File: src/hw/rtl/download_frame_parser_top_defines.svh
// Assertion macros for the download frame parser.
`ifndef DOWNLOAD_FRAME_PARSER_TOP_DEFINES_SVH
`define DOWNLOAD_FRAME_PARSER_TOP_DEFINES_SVH

`ifndef SYNTHESIS
`define DFP_ASSERT(lbl, prop, msg) \
	lbl: assert property (@(posedge clk) disable iff (!arst_n) prop) else $error(msg);
`define DFP_NEVER(lbl, expr, msg) \
	lbl: assert property (@(posedge clk) disable iff (!arst_n) !(expr)) else $error(msg);
`else
`define DFP_ASSERT(lbl, prop, msg)
`define DFP_NEVER(lbl, expr, msg)
`endif

`endif

File: src/hw/rtl/dfp_pkg.sv
package dfp_pkg;

	localparam int BUF_DEPTH_DEF = 32;
	localparam int CFG_W = 17;
	localparam logic [CFG_W-1:0] ERASE_BYTES_RST = 17'd4096;

	localparam logic [7:0] SYNC_BYTE = 8'hAA;
	localparam logic [7:0] REPLY_HDR = 8'h55;
	localparam logic [7:0] REPLY_ACK = 8'h01;
	localparam logic [7:0] REPLY_NAK = 8'h02;
	localparam logic [7:0] FRAME_DATA = 8'h01;
	localparam logic [7:0] FRAME_CTRL = 8'h02;
	localparam logic [7:0] CTRL_SET_ADDR = 8'h01;
	localparam logic [7:0] CTRL_FINISH = 8'h02;

	localparam logic [1:0] KIND_REPLY = 2'd0;
	localparam logic [1:0] KIND_ERASE = 2'd1;
	localparam logic [1:0] KIND_WRITE = 2'd2;
	localparam logic [1:0] KIND_DONE = 2'd3;

	localparam logic [2:0] EMIT_HDR = 3'd0;
	localparam logic [2:0] EMIT_ACK = 3'd1;
	localparam logic [2:0] EMIT_NAK = 3'd2;
	localparam logic [2:0] EMIT_ERASE = 3'd3;
	localparam logic [2:0] EMIT_WRITE = 3'd4;
	localparam logic [2:0] EMIT_DONE = 3'd5;

	typedef struct packed {
		logic addr_clr;
		logic cap_cmd;
		logic cap_len_lo;
		logic cap_len_hi;
		logic store;
		logic budget_load;
		logic write_done;
		logic idx_clr;
		logic idx_adv;
		logic addr_shift;
		logic out_load;
		logic [2:0] emit;
		logic emit_last;
	} dfp_ctl_t;

	typedef struct packed {
		logic is_sync;
		logic new_len_zero;
		logic cnt_last;
		logic sum_ok;
		logic len_over;
		logic len_zero;
		logic cmd_data;
		logic cmd_ctrl;
		logic budget_zero;
		logic idx_last;
		logic idx_zero;
		logic idx_four;
		logic b0_finish;
		logic b0_set_addr;
	} dfp_sts_t;

endpackage

File: src/hw/rtl/dfp_ram.sv
module dfp_ram #(
	parameter int W = 8,
	parameter int D = 32
) (
	input  logic                 clk,
	input  logic                 we,
	input  logic [$clog2(D)-1:0] waddr,
	input  logic [W-1:0]         wdata,
	input  logic [$clog2(D)-1:0] raddr,
	output logic [W-1:0]         rdata
);

	logic [W-1:0] mem [D];
	logic [W-1:0] rdata_q;

	always_ff @(posedge clk) begin
		if (we) begin
			mem[waddr] <= wdata;
		end
		rdata_q <= mem[raddr];
	end

	assign rdata = rdata_q;

endmodule

File: src/hw/rtl/dfp_datapath.sv
module dfp_datapath #(
	parameter int BUF_DEPTH = dfp_pkg::BUF_DEPTH_DEF
) (
	input  logic                     clk,
	input  logic                     arst_n,
	input  logic                     cfg_wr_en,
	input  logic [dfp_pkg::CFG_W-1:0] cfg_wr_data,
	input  logic [7:0]               rx_byte,
	input  dfp_pkg::dfp_ctl_t        ctl,
	output dfp_pkg::dfp_sts_t        sts,
	output logic [1:0]               kind,
	output logic [31:0]              flash_address,
	output logic [7:0]               data_byte,
	output logic                     last
);

	localparam int AW = $clog2(BUF_DEPTH);
	localparam int IW = $clog2(BUF_DEPTH + 1);

	logic [dfp_pkg::CFG_W-1:0] erase_bytes_q;
	logic [7:0]  fcmd_q;
	logic [15:0] len_q;
	logic [15:0] cnt_q;
	logic [7:0]  sum_q;
	logic [31:0] waddr_q;
	logic [dfp_pkg::CFG_W-1:0] budget_q;
	logic [IW-1:0] idx_q;
	logic [BUF_DEPTH-1:0] vld_q;
	logic rd_vld_q;

	logic [1:0]  kind_q;
	logic [31:0] faddr_q;
	logic [7:0]  data_q;
	logic        last_q;

	logic [IW-1:0] idx_nx;
	logic [IW-1:0] rd_idx;
	logic [AW-1:0] raddr;
	logic [7:0]    rd_data;
	logic [7:0]    pbyte;
	logic          st_in;
	logic [16:0]   cnt_inc;
	logic [dfp_pkg::CFG_W-1:0] len_ext;

	assign idx_nx  = idx_q + IW'(1);
	assign rd_idx  = ctl.idx_clr ? '0 : (ctl.idx_adv ? idx_nx : idx_q);
	assign raddr   = (rd_idx < IW'(BUF_DEPTH)) ? rd_idx[AW-1:0] : idx_q[AW-1:0];
	assign st_in   = ctl.store && (cnt_q < 16'(BUF_DEPTH));
	assign pbyte   = rd_vld_q ? rd_data : 8'h00;
	assign cnt_inc = {1'b0, cnt_q} + 17'd1;
	assign len_ext = dfp_pkg::CFG_W'(len_q);

	dfp_ram #(
		.W(8),
		.D(BUF_DEPTH)
	) u_store (
		.clk  (clk),
		.we   (st_in),
		.waddr(cnt_q[AW-1:0]),
		.wdata(rx_byte),
		.raddr(raddr),
		.rdata(rd_data)
	);

	always_ff @(posedge clk or negedge arst_n) begin
		if (!arst_n) begin
			erase_bytes_q <= dfp_pkg::ERASE_BYTES_RST;
			fcmd_q        <= '0;
			len_q         <= '0;
			cnt_q         <= '0;
			sum_q         <= '0;
			waddr_q       <= '0;
			budget_q      <= '0;
			idx_q         <= '0;
			vld_q         <= '0;
			rd_vld_q      <= 1'b0;
		end else begin
			rd_vld_q <= vld_q[raddr];
			if (cfg_wr_en) begin
				erase_bytes_q <= cfg_wr_data;
			end
			if (ctl.cap_cmd) begin
				fcmd_q <= rx_byte;
			end
			if (ctl.cap_len_lo) begin
				len_q <= {8'h00, rx_byte};
			end
			if (ctl.cap_len_hi) begin
				len_q[15:8] <= rx_byte;
				cnt_q       <= '0;
				sum_q       <= '0;
			end
			if (ctl.store) begin
				sum_q <= sum_q + rx_byte;
				cnt_q <= cnt_inc[15:0];
			end
			if (st_in) begin
				vld_q[cnt_q[AW-1:0]] <= 1'b1;
			end
			if (ctl.budget_load) begin
				budget_q <= erase_bytes_q;
			end
			if (ctl.write_done) begin
				waddr_q  <= waddr_q + 32'(len_q);
				budget_q <= (budget_q > len_ext) ? budget_q - len_ext : '0;
			end
			if (ctl.addr_clr) begin
				waddr_q <= '0;
			end
			if (ctl.addr_shift) begin
				waddr_q <= {pbyte, waddr_q[31:8]};
			end
			if (ctl.idx_clr) begin
				idx_q <= '0;
			end else if (ctl.idx_adv) begin
				idx_q <= idx_nx;
			end
		end
	end

	always_ff @(posedge clk) begin
		if (ctl.out_load) begin
			last_q <= ctl.emit_last;
			case (ctl.emit)
				dfp_pkg::EMIT_HDR: begin
					kind_q  <= dfp_pkg::KIND_REPLY;
					faddr_q <= '0;
					data_q  <= dfp_pkg::REPLY_HDR;
				end
				dfp_pkg::EMIT_ACK: begin
					kind_q  <= dfp_pkg::KIND_REPLY;
					faddr_q <= '0;
					data_q  <= dfp_pkg::REPLY_ACK;
				end
				dfp_pkg::EMIT_NAK: begin
					kind_q  <= dfp_pkg::KIND_REPLY;
					faddr_q <= '0;
					data_q  <= dfp_pkg::REPLY_NAK;
				end
				dfp_pkg::EMIT_ERASE: begin
					kind_q  <= dfp_pkg::KIND_ERASE;
					faddr_q <= waddr_q;
					data_q  <= 8'h00;
				end
				dfp_pkg::EMIT_WRITE: begin
					kind_q  <= dfp_pkg::KIND_WRITE;
					faddr_q <= waddr_q + 32'(idx_q);
					data_q  <= pbyte;
				end
				default: begin
					kind_q  <= dfp_pkg::KIND_DONE;
					faddr_q <= '0;
					data_q  <= 8'h00;
				end
			endcase
		end
	end

	always_comb begin
		sts.is_sync      = (rx_byte == dfp_pkg::SYNC_BYTE);
		sts.new_len_zero = (rx_byte == 8'h00) && (len_q[7:0] == 8'h00);
		sts.cnt_last     = (cnt_inc >= {1'b0, len_q});
		sts.sum_ok       = (sum_q == rx_byte);
		sts.len_over     = (len_q > 16'(BUF_DEPTH));
		sts.len_zero     = (len_q == 16'h0000);
		sts.cmd_data     = (fcmd_q == dfp_pkg::FRAME_DATA);
		sts.cmd_ctrl     = (fcmd_q == dfp_pkg::FRAME_CTRL);
		sts.budget_zero  = (budget_q == '0);
		sts.idx_last     = ({1'b0, 16'(idx_q)} + 17'd1 == {1'b0, len_q});
		sts.idx_zero     = (idx_q == '0);
		sts.idx_four     = (idx_q == IW'(4));
		sts.b0_finish    = (pbyte == dfp_pkg::CTRL_FINISH);
		sts.b0_set_addr  = (pbyte == dfp_pkg::CTRL_SET_ADDR);
	end

	assign kind          = kind_q;
	assign flash_address = faddr_q;
	assign data_byte     = data_q;
	assign last          = last_q;

endmodule

File: src/hw/rtl/dfp_ctrl.sv
module dfp_ctrl (
	input  logic              clk,
	input  logic              arst_n,
	input  logic              in_valid,
	output logic              in_ready,
	input  logic              cmd,
	output logic              out_valid,
	input  logic              out_ready,
	input  dfp_pkg::dfp_sts_t sts,
	output dfp_pkg::dfp_ctl_t ctl
);

	localparam logic [3:0] ST_SYNC  = 4'd0;
	localparam logic [3:0] ST_CMD   = 4'd1;
	localparam logic [3:0] ST_LENLO = 4'd2;
	localparam logic [3:0] ST_LENHI = 4'd3;
	localparam logic [3:0] ST_DATA  = 4'd4;
	localparam logic [3:0] ST_SUM   = 4'd5;
	localparam logic [3:0] ST_NACK0 = 4'd6;
	localparam logic [3:0] ST_NACK1 = 4'd7;
	localparam logic [3:0] ST_ERASE = 4'd8;
	localparam logic [3:0] ST_WRITE = 4'd9;
	localparam logic [3:0] ST_ACK0  = 4'd10;
	localparam logic [3:0] ST_ACK1  = 4'd11;
	localparam logic [3:0] ST_CACK0 = 4'd12;
	localparam logic [3:0] ST_CACK1 = 4'd13;
	localparam logic [3:0] ST_FIN   = 4'd14;
	localparam logic [3:0] ST_LOAD  = 4'd15;

	logic [3:0] state_q, state_d;
	logic       armed_q, armed_d;
	logic       ovld_q;
	logic       parsing;
	logic       acc;
	logic       ld_ok;

	assign parsing  = (state_q == ST_SYNC) || (state_q == ST_CMD) || (state_q == ST_LENLO) ||
	                  (state_q == ST_LENHI) || (state_q == ST_DATA) || (state_q == ST_SUM);
	assign in_ready = parsing;
	assign acc      = in_valid && parsing;
	assign ld_ok    = !ovld_q || out_ready;

	always_comb begin
		state_d = state_q;
		armed_d = armed_q;
		ctl     = '0;
		ctl.idx_clr = parsing;
		if (acc && cmd) begin
			armed_d      = 1'b1;
			state_d      = ST_SYNC;
			ctl.addr_clr = 1'b1;
		end else if (parsing) begin
			if (acc && armed_q) begin
				case (state_q)
					ST_SYNC: begin
						if (sts.is_sync) begin
							state_d = ST_CMD;
						end
					end
					ST_CMD: begin
						ctl.cap_cmd = 1'b1;
						state_d     = ST_LENLO;
					end
					ST_LENLO: begin
						ctl.cap_len_lo = 1'b1;
						state_d        = ST_LENHI;
					end
					ST_LENHI: begin
						ctl.cap_len_hi = 1'b1;
						state_d        = sts.new_len_zero ? ST_SUM : ST_DATA;
					end
					ST_DATA: begin
						ctl.store = 1'b1;
						if (sts.cnt_last) begin
							state_d = ST_SUM;
						end
					end
					default: begin
						if (!sts.sum_ok || sts.len_over) begin
							state_d = ST_NACK0;
						end else if (sts.cmd_data) begin
							if (sts.len_zero) begin
								state_d = ST_ACK0;
							end else begin
								state_d = sts.budget_zero ? ST_ERASE : ST_WRITE;
							end
						end else if (sts.cmd_ctrl) begin
							state_d = ST_CACK0;
						end else begin
							state_d = ST_SYNC;
						end
					end
				endcase
			end
		end else begin
			case (state_q)
				ST_NACK0, ST_ACK0, ST_CACK0: begin
					if (ld_ok) begin
						ctl.out_load = 1'b1;
						ctl.emit     = dfp_pkg::EMIT_HDR;
						state_d      = state_q + 4'd1;
					end
				end
				ST_NACK1: begin
					if (ld_ok) begin
						ctl.out_load  = 1'b1;
						ctl.emit      = dfp_pkg::EMIT_NAK;
						ctl.emit_last = 1'b1;
						state_d       = ST_SYNC;
					end
				end
				ST_ERASE: begin
					if (ld_ok) begin
						ctl.out_load    = 1'b1;
						ctl.emit        = dfp_pkg::EMIT_ERASE;
						ctl.budget_load = 1'b1;
						state_d         = ST_WRITE;
					end
				end
				ST_WRITE: begin
					if (ld_ok) begin
						ctl.out_load = 1'b1;
						ctl.emit     = dfp_pkg::EMIT_WRITE;
						ctl.idx_adv  = 1'b1;
						if (sts.idx_last) begin
							ctl.write_done = 1'b1;
							state_d        = ST_ACK0;
						end
					end
				end
				ST_ACK1: begin
					if (ld_ok) begin
						ctl.out_load  = 1'b1;
						ctl.emit      = dfp_pkg::EMIT_ACK;
						ctl.emit_last = 1'b1;
						state_d       = ST_SYNC;
					end
				end
				ST_CACK1: begin
					if (ld_ok) begin
						ctl.out_load  = 1'b1;
						ctl.emit      = dfp_pkg::EMIT_ACK;
						ctl.emit_last = !sts.b0_finish;
						if (sts.b0_finish) begin
							state_d = ST_FIN;
						end else if (sts.b0_set_addr) begin
							state_d = ST_LOAD;
						end else begin
							state_d = ST_SYNC;
						end
					end
				end
				ST_FIN: begin
					if (ld_ok) begin
						ctl.out_load  = 1'b1;
						ctl.emit      = dfp_pkg::EMIT_DONE;
						ctl.emit_last = 1'b1;
						armed_d       = 1'b0;
						state_d       = ST_SYNC;
					end
				end
				ST_LOAD: begin
					// idx k holds payload byte k on the read port
					ctl.addr_shift = !sts.idx_zero;
					ctl.idx_adv    = !sts.idx_four;
					if (sts.idx_four) begin
						state_d = ST_SYNC;
					end
				end
				default: begin
					state_d = ST_SYNC;
				end
			endcase
		end
	end

	always_ff @(posedge clk or negedge arst_n) begin
		if (!arst_n) begin
			state_q <= ST_SYNC;
			armed_q <= 1'b0;
			ovld_q  <= 1'b0;
		end else begin
			state_q <= state_d;
			armed_q <= armed_d;
			if (ctl.out_load) begin
				ovld_q <= 1'b1;
			end else if (out_ready) begin
				ovld_q <= 1'b0;
			end
		end
	end

	assign out_valid = ovld_q;

endmodule

File: src/hw/rtl/download_frame_parser_top.sv
// Firmware download frame parser. Takes one link byte (or start item) per cycle
// while parsing; the checksum beat of a good frame starts a commit during which
// in_ready is low. A data frame of N payload bytes then gives an optional erase,
// N writes and a two-byte ack, one result per cycle from a single output
// register unless out_ready stalls it; the rate is set by the one read port
// of the payload buffer. A nack gives a two-byte reply, a command frame a
// two-byte ack plus a done item after a finish, and an address load then
// reads payload bytes 0..4. No clearing pass after reset.
`include "download_frame_parser_top_defines.svh"

module download_frame_parser_top #(
	parameter int BUF_DEPTH = dfp_pkg::BUF_DEPTH_DEF
) (
	input  logic                      clk,
	input  logic                      arst_n,
	input  logic                      cfg_wr_en,
	input  logic [dfp_pkg::CFG_W-1:0] cfg_wr_data,
	input  logic                      in_valid,
	output logic                      in_ready,
	input  logic                      cmd,
	input  logic [7:0]                rx_byte,
	output logic                      out_valid,
	input  logic                      out_ready,
	output logic [1:0]                kind,
	output logic [31:0]               flash_address,
	output logic [7:0]                data_byte,
	output logic                      last
);

	dfp_pkg::dfp_ctl_t ctl;
	dfp_pkg::dfp_sts_t sts;

	dfp_datapath #(
		.BUF_DEPTH(BUF_DEPTH)
	) u_dp (
		.clk          (clk),
		.arst_n       (arst_n),
		.cfg_wr_en    (cfg_wr_en),
		.cfg_wr_data  (cfg_wr_data),
		.rx_byte      (rx_byte),
		.ctl          (ctl),
		.sts          (sts),
		.kind         (kind),
		.flash_address(flash_address),
		.data_byte    (data_byte),
		.last         (last)
	);

	dfp_ctrl u_ctrl (
		.clk      (clk),
		.arst_n   (arst_n),
		.in_valid (in_valid),
		.in_ready (in_ready),
		.cmd      (cmd),
		.out_valid(out_valid),
		.out_ready(out_ready),
		.sts      (sts),
		.ctl      (ctl)
	);

	`DFP_ASSERT(a_no_overwrite, ctl.out_load |-> (!out_valid || out_ready), "result overwritten")
	`DFP_ASSERT(a_last_frees, (ctl.out_load && ctl.emit_last) |-> ##[1:6] in_ready, "not ready after last")
	`DFP_NEVER(a_commit_excl, ctl.idx_adv && in_ready, "commit overlaps input")

endmodule

File: config.mk
export PLATFORM = sky130hd
export DESIGN_NAME = download_frame_parser_top
export DESIGN_NICKNAME = d
export VERILOG_FILES = /design/src/hw/rtl/dfp_pkg.sv /design/src/hw/rtl/dfp_ram.sv /design/src/hw/rtl/dfp_datapath.sv /design/src/hw/rtl/dfp_ctrl.sv /design/src/hw/rtl/download_frame_parser_top.sv
export VERILOG_INCLUDE_DIRS = /design/src /design/src/hw/rtl
export SDC_FILE = /design/constraint.sdc
export NUM_CORES = 1
export LEC_CHECK = 0
export BUFFER_PORTS_ARGS = -buffer_cell sky130_fd_sc_hd__buf_2
export CAP_MARGIN = 20
export CORE_ASPECT_RATIO = 0.9
export CORE_MARGIN = 2
export CORE_UTILIZATION = 34
export CTS_CLUSTER_SIZE = 12
export DETAILED_ROUTE_END_ITERATION = 10
export PLACE_DENSITY = 0.48
export SLEW_MARGIN = 40
export SYNTH_ARGS = -nofsm -noshare
export SYNTH_HDL_FRONTEND = slang
export SYNTH_SLANG_ARGS = --single-unit
File: constraint.sdc
create_clock -name clk -period 10.2 [get_ports clk]
set_clock_uncertainty 0.05 [all_clocks]
set_input_delay 1.02 -clock clk [delete_from_list [all_inputs] [get_ports clk]]
set_output_delay 1.02 -clock clk [all_outputs]
set_load 0.005 [all_outputs]
== Yosys cells after proc, flatten, opt, wreduce, memory -nomap -nowiden ==
Memories as Yosys holds them, arrays and structs flattened. A register that Yosys moved wholly into a read port is not among the register bits.
Index checks and enable logic that the tools add are counted.

* Multipliers: 0
* Divide/modulo/power cells: 0
* Equal/unequal tests: 38
* Reductions and logical operators: 38
* Add/subtract/negate cells: 8
* Muxes and demuxes: 80
* $lt $le $gt $ge: 8
* Bitwise logic cells: 1
* Shift-type cells: 0

{| class="wikitable"
|+ Operator list
! operator !! number
|-
| $mux 32 || 3
|-
| $mux 4 || 23
|-
| $pmux 32 s2 || 1
|-
| $mux 17 || 3
|-
| $mux 16 || 3
|-
| $add 32x16->32 || 1
|-
| $add 32x6->32 || 1
|-
| $eq 4x4->1 const B || 8
|-
| $mux 8 || 4
|-
| $or 32x32->32 || 1
|-
| $pmux 8 s4 || 1
|-
| $pmux 4 s7 || 1
|-
| $mux 5 || 5
|-
| $ne 4x1->1 const B || 6
|-
| $pmux 4 s6 || 1
|-
| $mux 1 || 23
|-
| $pmux 4 s5 || 1
|-
| $mux 6 || 3
|-
| $add 16x1->17 const B || 1
|-
| $eq 17x16->1 || 1
|-
| $ge 17x16->1 || 1
|-
| $gt 17x16->1 || 1
|-
| $logic_not 17->1 || 1
|-
| $sub 17x16->17 || 1
|-
| other kinds (45) || 78
|}

* Register bits: 202
* Memory bits (writable): 256
* Memory bits (read-only): 0
* Bits in latches: 0
* Memories: 1
* Word-level logic and storage cells: 192
* Input bits: 31
* Output and inout port bits: 45

{| class="wikitable"
|+ Memories
! name !! words !! width !! rd ports !! clocked after memory_dff !! wr ports !! RTL line !! text
|-
| u_dp.u_store.mem || 32 || 8 || 1 || 1 || 1 || dfp_ram.sv:13 || <nowiki>logic [W-1:0] mem [D];</nowiki>
|}

== Logic depth before layout (Yosys ltp) ==
* Word-level depth: 15
* Gate-level depth with buffers: 16
* Gate-level depth less buffers: 15

== By module ==
A second synthesis with hierarchy kept.

* Cell total of the unflattened synthesis: 1779
* Area, all modules: 22884.4 um^2

{| class="wikitable"
|+ By module, submodules not included
! module !! cells an instance !! area an instance (um^2) !! times used !! sequential area each (um^2)
|-
| dfp_datapath || 1238 || 11902.7 || 1 || 5121.2
|-
| dfp_ram || 417 || 10053.4 || 1 || 7847.5
|-
| dfp_ctrl || 124 || 928.4 || 1 || 150.1
|}

== Worst setup path after synthesis ==
No wires, ideal clock.

* Kind: flip-flop to flip-flop
* Start: reg u_dp.cnt_q[4]
* End: reg u_ctrl.state_q[3]
* Buffers on the path: 1
* Library setup time: 0.125 ns
* Clock period less this slack: 3.747 ns
* Cell stages (with the launch flop): 16
* Arrival: 3.573 ns
* Setup slack: 6.453 ns
* Path through: dfrtp_1 clkbuf_1 nand2_1 nor2_1 and3_1 and3_1 and3_1 and3_1 nand3_1 xnor2_1 ha_1 nand3_1 or3_1 o211a_1 nor3_2 mux2_2

* Cells in the longest elaborated chain, start to end: 4

{| class="wikitable"
|+ RTL lines
! item !! RTL line !! text
|-
| start, declared || dfp_datapath.sv:23 || <nowiki>logic [15:0] cnt_q;</nowiki>
|-
| start signal, assigned || dfp_datapath.sv:95 || <nowiki>cnt_q <= cnt_inc[15:0];</nowiki>
|-
| $add 16x1->17 || dfp_datapath.sv:50 || <nowiki>assign cnt_inc = {1'b0, cnt_q} + 17'd1;</nowiki>
|-
| $ge 17x16->1 || dfp_datapath.sv:162 || <nowiki>sts.cnt_last = (cnt_inc >= {1'b0, len_q});</nowiki>
|-
| $ne 4x4->1 (no line) || -- ||
|-
| $reduce_and 10->1 (no line) || -- ||
|-
| end signal, assigned || dfp_ctrl.sv:183 || <nowiki>state_q <= state_d;</nowiki>
|-
| end, declared || dfp_ctrl.sv:30 || <nowiki>logic [3:0] state_q, state_d;</nowiki>
|}

Every way passes these cells.
A chain may end at the register's enable or synchronous reset.

== Worst setup path in the final report ==
* Start: reg u_dp.idx_q[0]
* End: reg u_dp.rd_vld_q

* Cells in the longest elaborated chain, start to end: 11
* Elaborated cells on any way between the ends: 12

{| class="wikitable"
|+ RTL lines
! item !! RTL line !! text
|-
| start, declared || dfp_datapath.sv:27 || <nowiki>logic [IW-1:0] idx_q;</nowiki>
|-
| start signal, assigned || dfp_datapath.sv:116 || <nowiki>idx_q <= idx_nx;</nowiki>
|-
| $eq 6x3->1 || dfp_datapath.sv:171 || <nowiki>sts.idx_four = (idx_q == IW'(4));</nowiki>
|-
| $logic_not 1->1 || dfp_ctrl.sv:165 || <nowiki>ctl.idx_adv = !sts.idx_four;</nowiki>
|-
| $pmux 1 s2 || dfp_ctrl.sv:96 || <nowiki>case (state_q)</nowiki>
|-
| $mux 7 || dfp_ctrl.sv:52 || <nowiki>end else if (parsing) begin</nowiki>
|-
| $mux 7 || dfp_ctrl.sv:48 || <nowiki>if (acc && cmd) begin</nowiki>
|-
| $mux 6 (2 in a row) || dfp_datapath.sv:46 || <nowiki>assign rd_idx = ctl.idx_clr ? '0 : (ctl.idx_adv ? idx_nx : idx_q);</nowiki>
|-
| $lt 6x6->1 || dfp_datapath.sv:47 || <nowiki>assign raddr = (rd_idx < IW'(BUF_DEPTH)) ? rd_idx[AW-1:0] : idx_q[AW-1:0];</nowiki>
|-
| $mux 5 * || dfp_datapath.sv:47 ||
|-
| $bmux 1 s5 * || dfp_datapath.sv:78 || <nowiki>rd_vld_q <= vld_q[raddr];</nowiki>
|-
| $mux 1 (implied by the code) * || dfp_datapath.sv:78 ||
|-
| end signal, assigned || dfp_datapath.sv:78 ||
|-
| end, declared || dfp_datapath.sv:29 || <nowiki>logic rd_vld_q;</nowiki>
|}

Mark *: on every way between the ends. The rest lies on a longest branch, timed or not. The select of a mux whose other input is x is not followed.

==> results.cfg <==
[run_status]
status = complete, no violations

[final_layout]
syn2layout_area_growth_pct = 12.9
post-route-util = 0.387
n_antenna_cell = 0
drive_gt1_frac = 0.144
nets = 2332

[sta]
maxSlewHeadroom = 0.426
worst_slew_pin_slew_ns = 0.855
final_hold_viol_count = 0
finalSetupTns_ns = 0
setup_violations = 0
finalCriticalPeriod_ns = 4.87
setup_slack_ns = 5.33
rsz0062_at_grt = no
timing.final.crit_share = 0.478
clock.fmax_mhz = 205
slew_violations = 0

[worst_setup_path]
startpoint_type = flip-flop
worst-setup-path-type = flip-flop to flip-flop
cp_max_fo = 65
end_kind = flip-flop
required_ns = 10.65
cp_data_arrival_time_ns = 5.32

[global_route]
grt_start_max_net_pins = 66
grt_first_pass_wirelength_um = 106000
grt_pass1_vias = 17003
antenna_found_initial = 0
gr-total-overflow = 0
gr-usage-all-layers = 0.197

[routing]
met2WireLength_um = 30500
wl_um = 69900
drc = 0
routedLengthMet1_um = 33600
drt.antenna.violating_nets = 0
drt_iter0_markers = 1497
first_pass_iters = 6
vias = 17426
viasPerCell = 5.45
met3_length_um = 4120
top_layer = met4
wl_per_cell_um = 21.9

[synthesis]
syn_area_per_cell_sq_um = 10.8
ys_types = 93
synth_edf_count = 299
syn_inst = 2175
synthArstFlopShare = 0.341
yosysSeqAreaShare = 0.560
syn-num-nets = 2281
yosys_warnings = 0
synth.cell_area_sq_um = 23400
ys_ff_latch = 466
synthFlopType = edfxtp_1

[power]
intPower_mw = 3.55
power_leakage_nw = 10.2
power_mw = 5.13
pwr-share-clk = 0.358
pwr-share-comb = 0.201
p_sw_mw = 1.57
p_seq_frac = 0.441
vdd_drop_max_mv = 0.112
switching_share = 0.307
powerDensity_nw_per_um2 = 194

[placement]
dp_hpwl_um = 46900
portBuffers = 75
gp_congestion = 0.868
dpl_worst_slack_ns = 5.02

[die]
die_h_um = 253
die-area_sq_um = 71100
dieWidth_um = 281
core_area_sq_um = 68400
io_pins = 76
rows = 91
initial_utilization = 0.343

[clocking]
cts_root_buffer = clkbuf_16
cts-hold-fix-buffers = 0
clkSlewWorstSetupHoldPaths_ns = 0.06
insertion_delay_ns = 0.62
cts_max_level = 2
cts_tree = built
numCtsBuffers = 53
clock-sinks = 466
clockBufferDepth = 3
cts_resized = 0
post_cts_buffers = 0

[min_path]
hp-class = primary input to asynchronous set/reset pin

[flow_run]
cap_violations = 0
==> cells by family after synthesis <==
kind of cell,count (synthesis),share of synthesized area
and+or+nand+nor,847,0.170
AOI/OAI and AO/OA,483,0.139
DFF,466,0.560
buffers and inverters,165,0.0328
adders and majority gates,75,0.0413
xor gates and xnor gates,70,0.0265
muxes,69,0.0315
==> worst paths after layout <==
path                          startpoint               endpoint  slack (ns)  depth (start not counted)
setup / recovery           u_dp.idx_q[0]          u_dp.rd_vld_q        5.33                         13
hold / removal                    arst_n  u_dp.erase_bytes_q[9]        0.28                          1
setup reg to reg           u_dp.idx_q[0]          u_dp.rd_vld_q        5.33                         13
hold reg to reg            u_dp.vld_q[6]          u_dp.vld_q[6]        0.42                          1
max in group asynchronous         arst_n         u_dp.vld_q[14]        8.81                          2
min in group clk           u_dp.vld_q[6]          u_dp.vld_q[6]        0.42                          1
==> per-stage QoR <==
stage	area (sq um)	instances	hold slack, ns
after global routing	26500	3199	0.289
after global placement	24700	3100	0.398
final	26500	3199	0.281
after detailed placement	24800	3101	0.400
after floorplan	23400	2175	0.374
after CTS	26400	3199	0.266
==> state kept, by name, summed over array words and instances (netlist names), 16 cells and up <==
signal / cells
u_dp.erase_bytes_q: 17
u_dp.waddr_q: 32
u_dp.u_store.mem: 256
u_dp.flash_address: 32
u_dp.budget_q: 17
u_dp.vld_q: 32
u_dp.len_q: 16
u_dp.cnt_q: 16
==> power by group through the flow <==
stage	Clock, mW	Sequential, mW	Combinational, mW
global route	1.96	2.27	1.15
global placement	0	2.29	1.00
detailed placement	0	2.30	1.02
finish	1.84	2.26	1.03
CTS	1.88	2.26	1.03
floorplan	0	2.23	0.740
==> layout by cell type (no fill, tap or decap), types with 14 or more instances in the layout <==
| cell | netlist | final |
|---|---|---|
| buf_4 | 10 | 30 |
| dfrtp_1 | 158 | 158 |
| clkbuf_1 | 65 | 14 |
| a32oi_1 | 16 | 16 |
| nor4_1 | 19 | 18 |
| nor3_1 | 37 | 36 |
| mux2i_1 | 33 | 32 |
| a21o_1 | 28 | 28 |
| clkbuf_16 | 0 | 53 |
| nor2_1 | 138 | 112 |
| nand4_1 | 39 | 39 |
| nor2_2 | 1 | 26 |
| edfxtp_1 | 299 | 299 |
| mux2_2 | 35 | 35 |
| xor2_1 | 24 | 24 |
| buf_2 | 23 | 74 |
| nand2_1 | 356 | 356 |
| nand3_1 | 105 | 105 |
| o21ai_0 | 136 | 135 |
| or2_2 | 25 | 25 |
| o31ai_1 | 15 | 15 |
| ha_1 | 71 | 71 |
| nor2b_1 | 14 | 14 |
| inv_1 | 52 | 52 |
| a21oi_1 | 90 | 88 |
| a31oi_1 | 46 | 46 |
| xnor2_1 | 45 | 45 |
| and3_1 | 33 | 33 |
==> Yosys cell counts, drive strengths merged, types with 10 or more instances <==
cell type / count / area, sq um
ha: 71 / 888
xnor2: 45 / 394
nand3: 105 / 526
edfxtp: 299 / 8980
nor2b: 14 / 87.6
a31oi: 46 / 288
and3: 33 / 206
buf: 47 / 325
clkbuf: 65 / 244
xor2: 25 / 226
a211oi: 14 / 138
mux2i: 34 / 344
a21oi: 99 / 529
dfrtp: 158 / 3950
o21a: 10 / 75.1
a21o: 28 / 210
nor3: 41 / 225
a22o: 10 / 87.6
inv: 52 / 195
or2: 36 / 225
mux2: 35 / 394
o21bai: 11 / 82.6
nand2b: 12 / 75.1
nor2: 141 / 547
a32o: 13 / 130
o21ai: 143 / 727
and2: 10 / 62.6
a32oi: 16 / 140
nor4: 20 / 131
nand4: 39 / 244
o41ai: 10 / 114
nand2: 365 / 1390
o31ai: 15 / 113
==> routing by layer <==
metal / GRT usage / vias to the layer above
met5: 0 / -
li1: - / 8115
met2: 0.300 / 517
met4: 0.0535 / 0
met1: 0.291 / 8695
met3: 0.0302 / 99
==> worst max-delay path, cell delays in order (launching register included) <==
cell       delay (ns)
dfrtp_1          0.70
inv_1            0.19
ha_1             0.24
nor4b_4          0.14
a21oi_2          0.48
o2111ai_1        0.33
o21ai_4          0.12
buf_4            0.66
buf_4            0.71
mux2i_1          0.27
mux2i_1          0.09
o2111a_1         0.27
nand2b_1         0.14
a221o_1          0.29
==> final cells by class <==
class | instances | area (sq um)
flip-flops and latches | 466 | 13100
repair buffers | 108 | 641
fillers | 6654 | 42000
clock buffers | 71 | 1430
clock inverters | 27 | 209
well taps | 930 | 1160
inverters | 53 | 199
multi-input cells | 1544 | 9700
(Power assumes the default switching activity.)
